[src/rtl/rpap_pkg.sv]
// Shared constants, register indexes and coefficient functions for the
// radial power alpha pixel block. No dependencies.
package rpap_pkg;

	localparam int MAX_DIM  = 4096;
	localparam int DIM_W    = 13;
	localparam int COORD_W  = 12;
	localparam int CFG_IDX_W = 3;
	localparam int CFG_W    = 16;

	localparam logic [CFG_IDX_W-1:0] REG_FRAME_WIDTH  = 3'd0;
	localparam logic [CFG_IDX_W-1:0] REG_FRAME_HEIGHT = 3'd1;
	localparam logic [CFG_IDX_W-1:0] REG_GAIN         = 3'd2;
	localparam logic [CFG_IDX_W-1:0] REG_LEVEL_OFFSET = 3'd3;
	localparam logic [CFG_IDX_W-1:0] REG_FALLOFF_EXP  = 3'd4;

	localparam int DIV_LAT   = 16;
	localparam int SQRT_LAT  = 16;
	localparam int LOG_LAT   = 16;
	localparam int EXP_LAT   = 16;
	localparam int POW_LAT   = SQRT_LAT + 1 + LOG_LAT + 1 + EXP_LAT + 1;
	localparam int TOTAL_LAT = 1 + DIV_LAT + 2 + POW_LAT + 3;

	function automatic logic [63:0] isqrt64(input logic [63:0] v);
		logic [63:0] res;
		logic [63:0] bitv;
		logic [63:0] rem;
		res  = '0;
		rem  = v;
		bitv = 64'h4000_0000_0000_0000;
		for (int i = 0; i < 32; i++) begin
			if (bitv > rem)
				bitv = bitv >> 2;
		end
		for (int i = 0; i < 32; i++) begin
			if (bitv != 0) begin
				if (rem >= res + bitv) begin
					rem = rem - (res + bitv);
					res = (res >> 1) + bitv;
				end else begin
					res = res >> 1;
				end
				bitv = bitv >> 2;
			end
		end
		return res;
	endfunction

	// 2^(2^-(k+1)) in Q.30, built by repeated square roots
	function automatic logic [30:0] exp_coef(input int k);
		logic [63:0] c;
		c = isqrt64(64'h2000_0000_0000_0000);
		for (int j = 1; j < 16; j++) begin
			if (j <= k)
				c = isqrt64(c << 30);
		end
		return c[30:0];
	endfunction

endpackage

[src/rtl/rpap_div.sv]
// Pipelined restoring divider: (num << 16) / den, one quotient bit per stage.
// Saturates to all ones when num >= den. Uses rpap_pkg.
module rpap_div (
	input  logic                       clk,
	input  logic                       en,
	input  logic [rpap_pkg::COORD_W-1:0] num,
	input  logic [rpap_pkg::DIM_W-1:0]   den,
	output logic [15:0]                quo
);
	import rpap_pkg::*;

	logic [DIM_W-1:0] rem_s [0:DIV_LAT];
	logic [15:0]      quo_s [0:DIV_LAT];
	logic             sat_s [0:DIV_LAT];

	assign rem_s[0] = DIM_W'(num);
	assign quo_s[0] = '0;
	assign sat_s[0] = (DIM_W'(num) >= den);

	for (genvar k = 0; k < DIV_LAT; k++) begin : g_stage
		logic [DIM_W-1:0] dbl;
		logic             take;
		assign dbl  = {rem_s[k][DIM_W-2:0], 1'b0};
		assign take = (dbl >= den);
		always_ff @(posedge clk) begin
			if (en) begin
				rem_s[k+1] <= take ? dbl - den : dbl;
				quo_s[k+1] <= {quo_s[k][14:0], take};
				sat_s[k+1] <= sat_s[k];
			end
		end
	end

	assign quo = sat_s[DIV_LAT] ? 16'hFFFF : quo_s[DIV_LAT];

endmodule

[config.mk]
export PLATFORM = sky130hd
export DESIGN_NAME = rpap_div
export DESIGN_NICKNAME = d
export VERILOG_FILES = /design/src/rtl/rpap_pkg.sv /design/src/rtl/rpap_div.sv
export SDC_FILE = /design/constraint.sdc
export NUM_CORES = 1
export LEC_CHECK = 0
export BUFFER_PORTS_ARGS = -buffer_cell sky130_fd_sc_hd__buf_2
export CORE_MARGIN = 10
export CORE_UTILIZATION = 23
export DETAILED_ROUTE_END_ITERATION = 8
export MAX_ROUTING_LAYER = met4
export SYNTH_ARGS = -nofsm -noshare
export SYNTH_HDL_FRONTEND = slang
export SYNTH_SLANG_ARGS = --single-unit
[constraint.sdc]
create_clock -name clk -period 6.9 [get_ports clk]
set_input_delay 1.38 -clock clk [delete_from_list [all_inputs] [get_ports clk]]
set_output_delay 1.38 -clock clk [all_outputs]
set_load 0.05 [all_outputs]
======== Word level (Yosys, flattened, before mapping) ========
Index checks and enable logic that the tools add are counted.
operators by class
  $add $sub $neg .......................... 15
  magnitude comparators ................... 17
  muxes and demuxes ....................... 16
operators with widths
  cell                            number
  >= comparator 13 bit            16
  2-to-1 mux 12 bit               15
  subtractor 12 bit               15
  2-to-1 mux 16 bit               1
  >= comparator 12 x 13 -> 1 bit  1
storage, ports and cells
  register bits after elaboration ......... 332
  bits of input ports ..................... 27
  output and inout bits ................... 16
  word-level logic and storage cells ...... 110

======== Longest topological paths before layout ========
  word-level depth ........................ 2
  depth in mapped cells ................... 14
  gate-level depth less buffers ........... 10

======== Least setup slack after synthesis ========
No wires, ideal clock.
  path type ............................... input port to flip-flop
  start ................................... in den[1] in the netlist's numbering
  end ..................................... reg rem_s, in the netlist g_stage[2].dbl[10] (data pin)
  arrival ................................. 3841 ps
  data required time ...................... 6640 ps
  setup slack ............................. 2800 ps
  cell stages on the path ................. 10
  cells stage by stage .................... inv_1 -> ha_1 -> nor2b_1 -> o31a_1 -> or3_1 -> a21oi_1 -> o211ai_1 -> a31oi_2 -> buf_4 -> mux2_2
on the way
  word-level cells in the longest chain between the ends .. 2
  elaborated cells between the ends (all ways) .. 3
ends and longest elaborated chain
  item                                                              RTL line                        source
  start: declaration                                                rpap_div.sv:7                   input logic [rpap_pkg::DIM_W-1:0] den,
  subtractor 12 bit / >= comparator 13 bit (equally long branches)  rpap_div.sv:27, rpap_div.sv:24
  2-to-1 mux 12 bit (*)                                             rpap_div.sv:27                  rem_s[k+1] <= take ? dbl - den : dbl;
  end signal: indexed assignment                                    rpap_div.sv:27
  end: declaration                                                  rpap_div.sv:12                  logic [DIM_W-1:0] rem_s [0:DIV_LAT];
Every way passes the cells marked *; elsewhere a longest branch is shown, timed or not.
A chain may end at the register's enable or synchronous reset.

======== Final worst setup path ========
  start ................................... in den[1] in the netlist's numbering
  end ..................................... reg rem_s, in the netlist g_stage[14].dbl[9] (data pin)
Same word-level chain as after synthesis.

==> impl_metrics.yaml <==
detailed_routing:
  drtAntennaViolNets: 0
  drc: 0
  routed_via_density: 4.59
  drt_first_pass_iters: 5
  vias: 14292
  postRouteWirelength_mm: 48.0
  wl_per_cell_um: 15.4
  drt_iter0_drc: 963
grt:
  grt_max_degree: 152
  gr-usage-all-layers_pct: 9.45
  grt_overflow: 0
  grt_pass1_wl_mm: 76.2
  grt_pass1_vias: 13802
  busiest_layer: "met2"
  use_met3_pct: 1.71
  antenna_found_initial: 0
  gr-usage-met1_pct: 11.5
  grt_use_met2_pct: 15.6
die:
  die-width_um: 320
  die_h_um: 320
  io_pins: 43
  die_area_um2: 103000
  start_util_pct: 23.1
  rows: 110
  design.core.area_um2: 89700
yosys:
  ys_ff_latch: 332
  yosys-top-cells-area: "edfxtp_1, ha_1, mux2_2, o21ai_0, a21oi_1"
  synth_edf_count: 332
  synth_cell_types: 67
  synth_top_area_share_pct: 48.0
  netlist_instances: 1823
  netlist_area_um2: 20800
  yosys.area.top_type: "edfxtp_1"
  yosysWarnings: 0
  ys_seq_area_share_pct: 48.0
  ys_async_sr_fraction_pct: 0
  synth.net_count: 2084
  postSynthAreaPerCell_um2: 11.4
  synthFlopType: "edfxtp_1"
timing:
  finalCriticalPeriod_ns: 5.02
  maxSlewHeadroom_pct: 27.8
  fin_setup_tns_ns: 0
  rsz0062_at_grt: "no"
  worst_pin_slew_ns: 1.08
  hold_viol: 0
  post-route-period-util_pct: 72.8
  skew_ns: 0.0148
  worst_hold_slack_ns: 0.410
  setup_violations: 0
  max_freq_mhz: 199
  drv_slew: 0
pwr:
  seq_power_share_pct: 35.0
  p_int_mw: 6.20
  total_power_mw: 9.62
  power_density_nw_per_um2: 403
  irDropWorstVdd_uv: 158
  share_comb_of_total_power_pct: 43.1
  power_leakage_nw: 9.06
  clockPowerShare_pct: 21.9
  switchingPower_mw: 3.42
  p_sw_share_pct: 35.5
clocking:
  cts_buffers: 41
  cts.hold.buffers_added: 0
  cts_tree: "done"
  clock-sinks: 332
  post_cts_resized: 0
  clockBufferDepth: 3
  cts-root-buf: "clkbuf_16"
  clkLatencyLatePin_ns: 0.56
  cts_setup_buffers: 0
  cts.clk_slew.worst_paths_ns: 0.05
  htreeDepth: 2
flow_run:
  drv_cap: 0
layout:
  final_cell_mix: "edfxtp_1, ha_1, nor2_1"
  final_common_cell: "edfxtp_1"
  diodes: 0
  nets: 2167
  drive_gt1_share_pct: 12.8
  area_growth_pct: 14.9
placement:
  port_buffers: 42
  hpwl_mm: 33.4
  gp_congestion: 0.838
worst_setup_path:
  crit_path_start_kind: "input port"
  required_ns: 7.21
  path_max_fanout: 16
  end_kind: "flop"
  critical_path_class: "input port to flop"
  arrival_ns: 5.33
worst_hold_path:
  hp-class: "flop to flop"
run_status:
  status: "complete, no violations"
layout make-up:
type / count / area [µm²]
Fill cell: 9372 / 65900
Multi-Input combinational cell: 1403 / 10400
Sequential cell: 332 / 9970
Tap cell: 1176 / 1470
Clock buffer: 57 / 1130
Timing Repair Buffer: 70 / 443
Inverter: 58 / 218
Clock inverter: 19 / 176
synth_stat cells (6+ instances only):
library cell / number
a211oi_1: 20
a21boi_0: 7
a21o_1: 27
a21oi_1: 131
a31oi_1: 8
and2_1: 7
and3_1: 6
and4_1: 6
buf_2: 10
clkbuf_1: 16
edfxtp_1: 332
fa_1: 15
ha_1: 219
inv_1: 58
mux2_1: 7
mux2_2: 75
nand2_1: 105
nand2b_1: 26
nand3_1: 22
nand4_1: 29
nor2_1: 137
nor2b_1: 39
nor3_1: 52
nor4_1: 6
o2111ai_1: 7
o211ai_1: 11
o21a_1: 46
o21ai_0: 133
o21ai_1: 10
o21bai_1: 10
o22ai_1: 9
o31a_1: 16
o31ai_1: 20
or2_2: 27
or3_1: 8
xnor2_1: 45
xor2_1: 56
cells by family (layout without fill, tap and decap cells):
kind of cell	after synthesis	count (layout)	synth area share, %
flip-flops	332	332	48.0
AO/OA/AOI/OAI	497	497	15.2
adder cells (fa/ha/maj)	234	234	14.6
AND/OR/NAND/NOR	484	484	11.4
XOR/XNOR	101	101	4.26
buffers and inverters	88	204	1.74
multiplexers	87	87	4.69
state kept, by name, summed over array words and instances, names as in the netlist:
register     flops
g_stage.dbl    180
quo_s          136
sat_s           16
per-stage QoR:
step / utilization, % / instance area, µm² / worst slack, ns / std cells
floorplan: - / 20800 / 2.80 / 1823
global placement: 25.1 / 22500 / 1.31 / 3039
detailed placement: 25.1 / 22500 / 1.23 / 3039
CTS: 26.6 / 23900 / 1.81 / 3115
global route: 26.6 / 23900 / 1.61 / 3115
finish: 26.6 / 23900 / 1.88 / 3115
power groups by stage:
stage / sequential (mW) / combinational, mW / clock, mW
3_5_place_dp: 3.41 / 4.12 / 0
4_1_cts: 3.38 / 4.15 / 2.19
2_1_floorplan: 3.23 / 3.35 / 0
3_3_place_gp: 3.42 / 4.07 / 0
6_report: 3.37 / 4.14 / 2.11
5_1_grt: 3.42 / 4.70 / 2.27
per-layer routing:
metal	vias up	routed length (µm)
met5	-	0
met4	0	1470
met2	251	22800
met3	82	2060
li1	7151	-
met1	6808	21700
final timing paths:
check | startpoint | end | slack (ns) | cells past startpoint
hold reg to reg | quo_s[102] | quo_s[87] | 0.41 | 0
setup / recovery | den[1] | g_stage[14].dbl[9] | 1.88 | 11
setup reg to reg | g_stage[1].dbl[1] | g_stage[2].dbl[3] | 3.66 | 8
hold / removal | quo_s[102] | quo_s[87] | 0.41 | 0
critical path: stages:
cell and delay, ns:
buf_2 0.53, inv_1 0.63, buf_4 0.34, ha_1 0.31, nor2b_1 0.14, o2111ai_1 0.27
nand3_1 0.15, nand2_1 0.13, o21ai_1 0.12, o31ai_2 0.88, mux2_2 0.42
(Power assumes the default switching activity.)
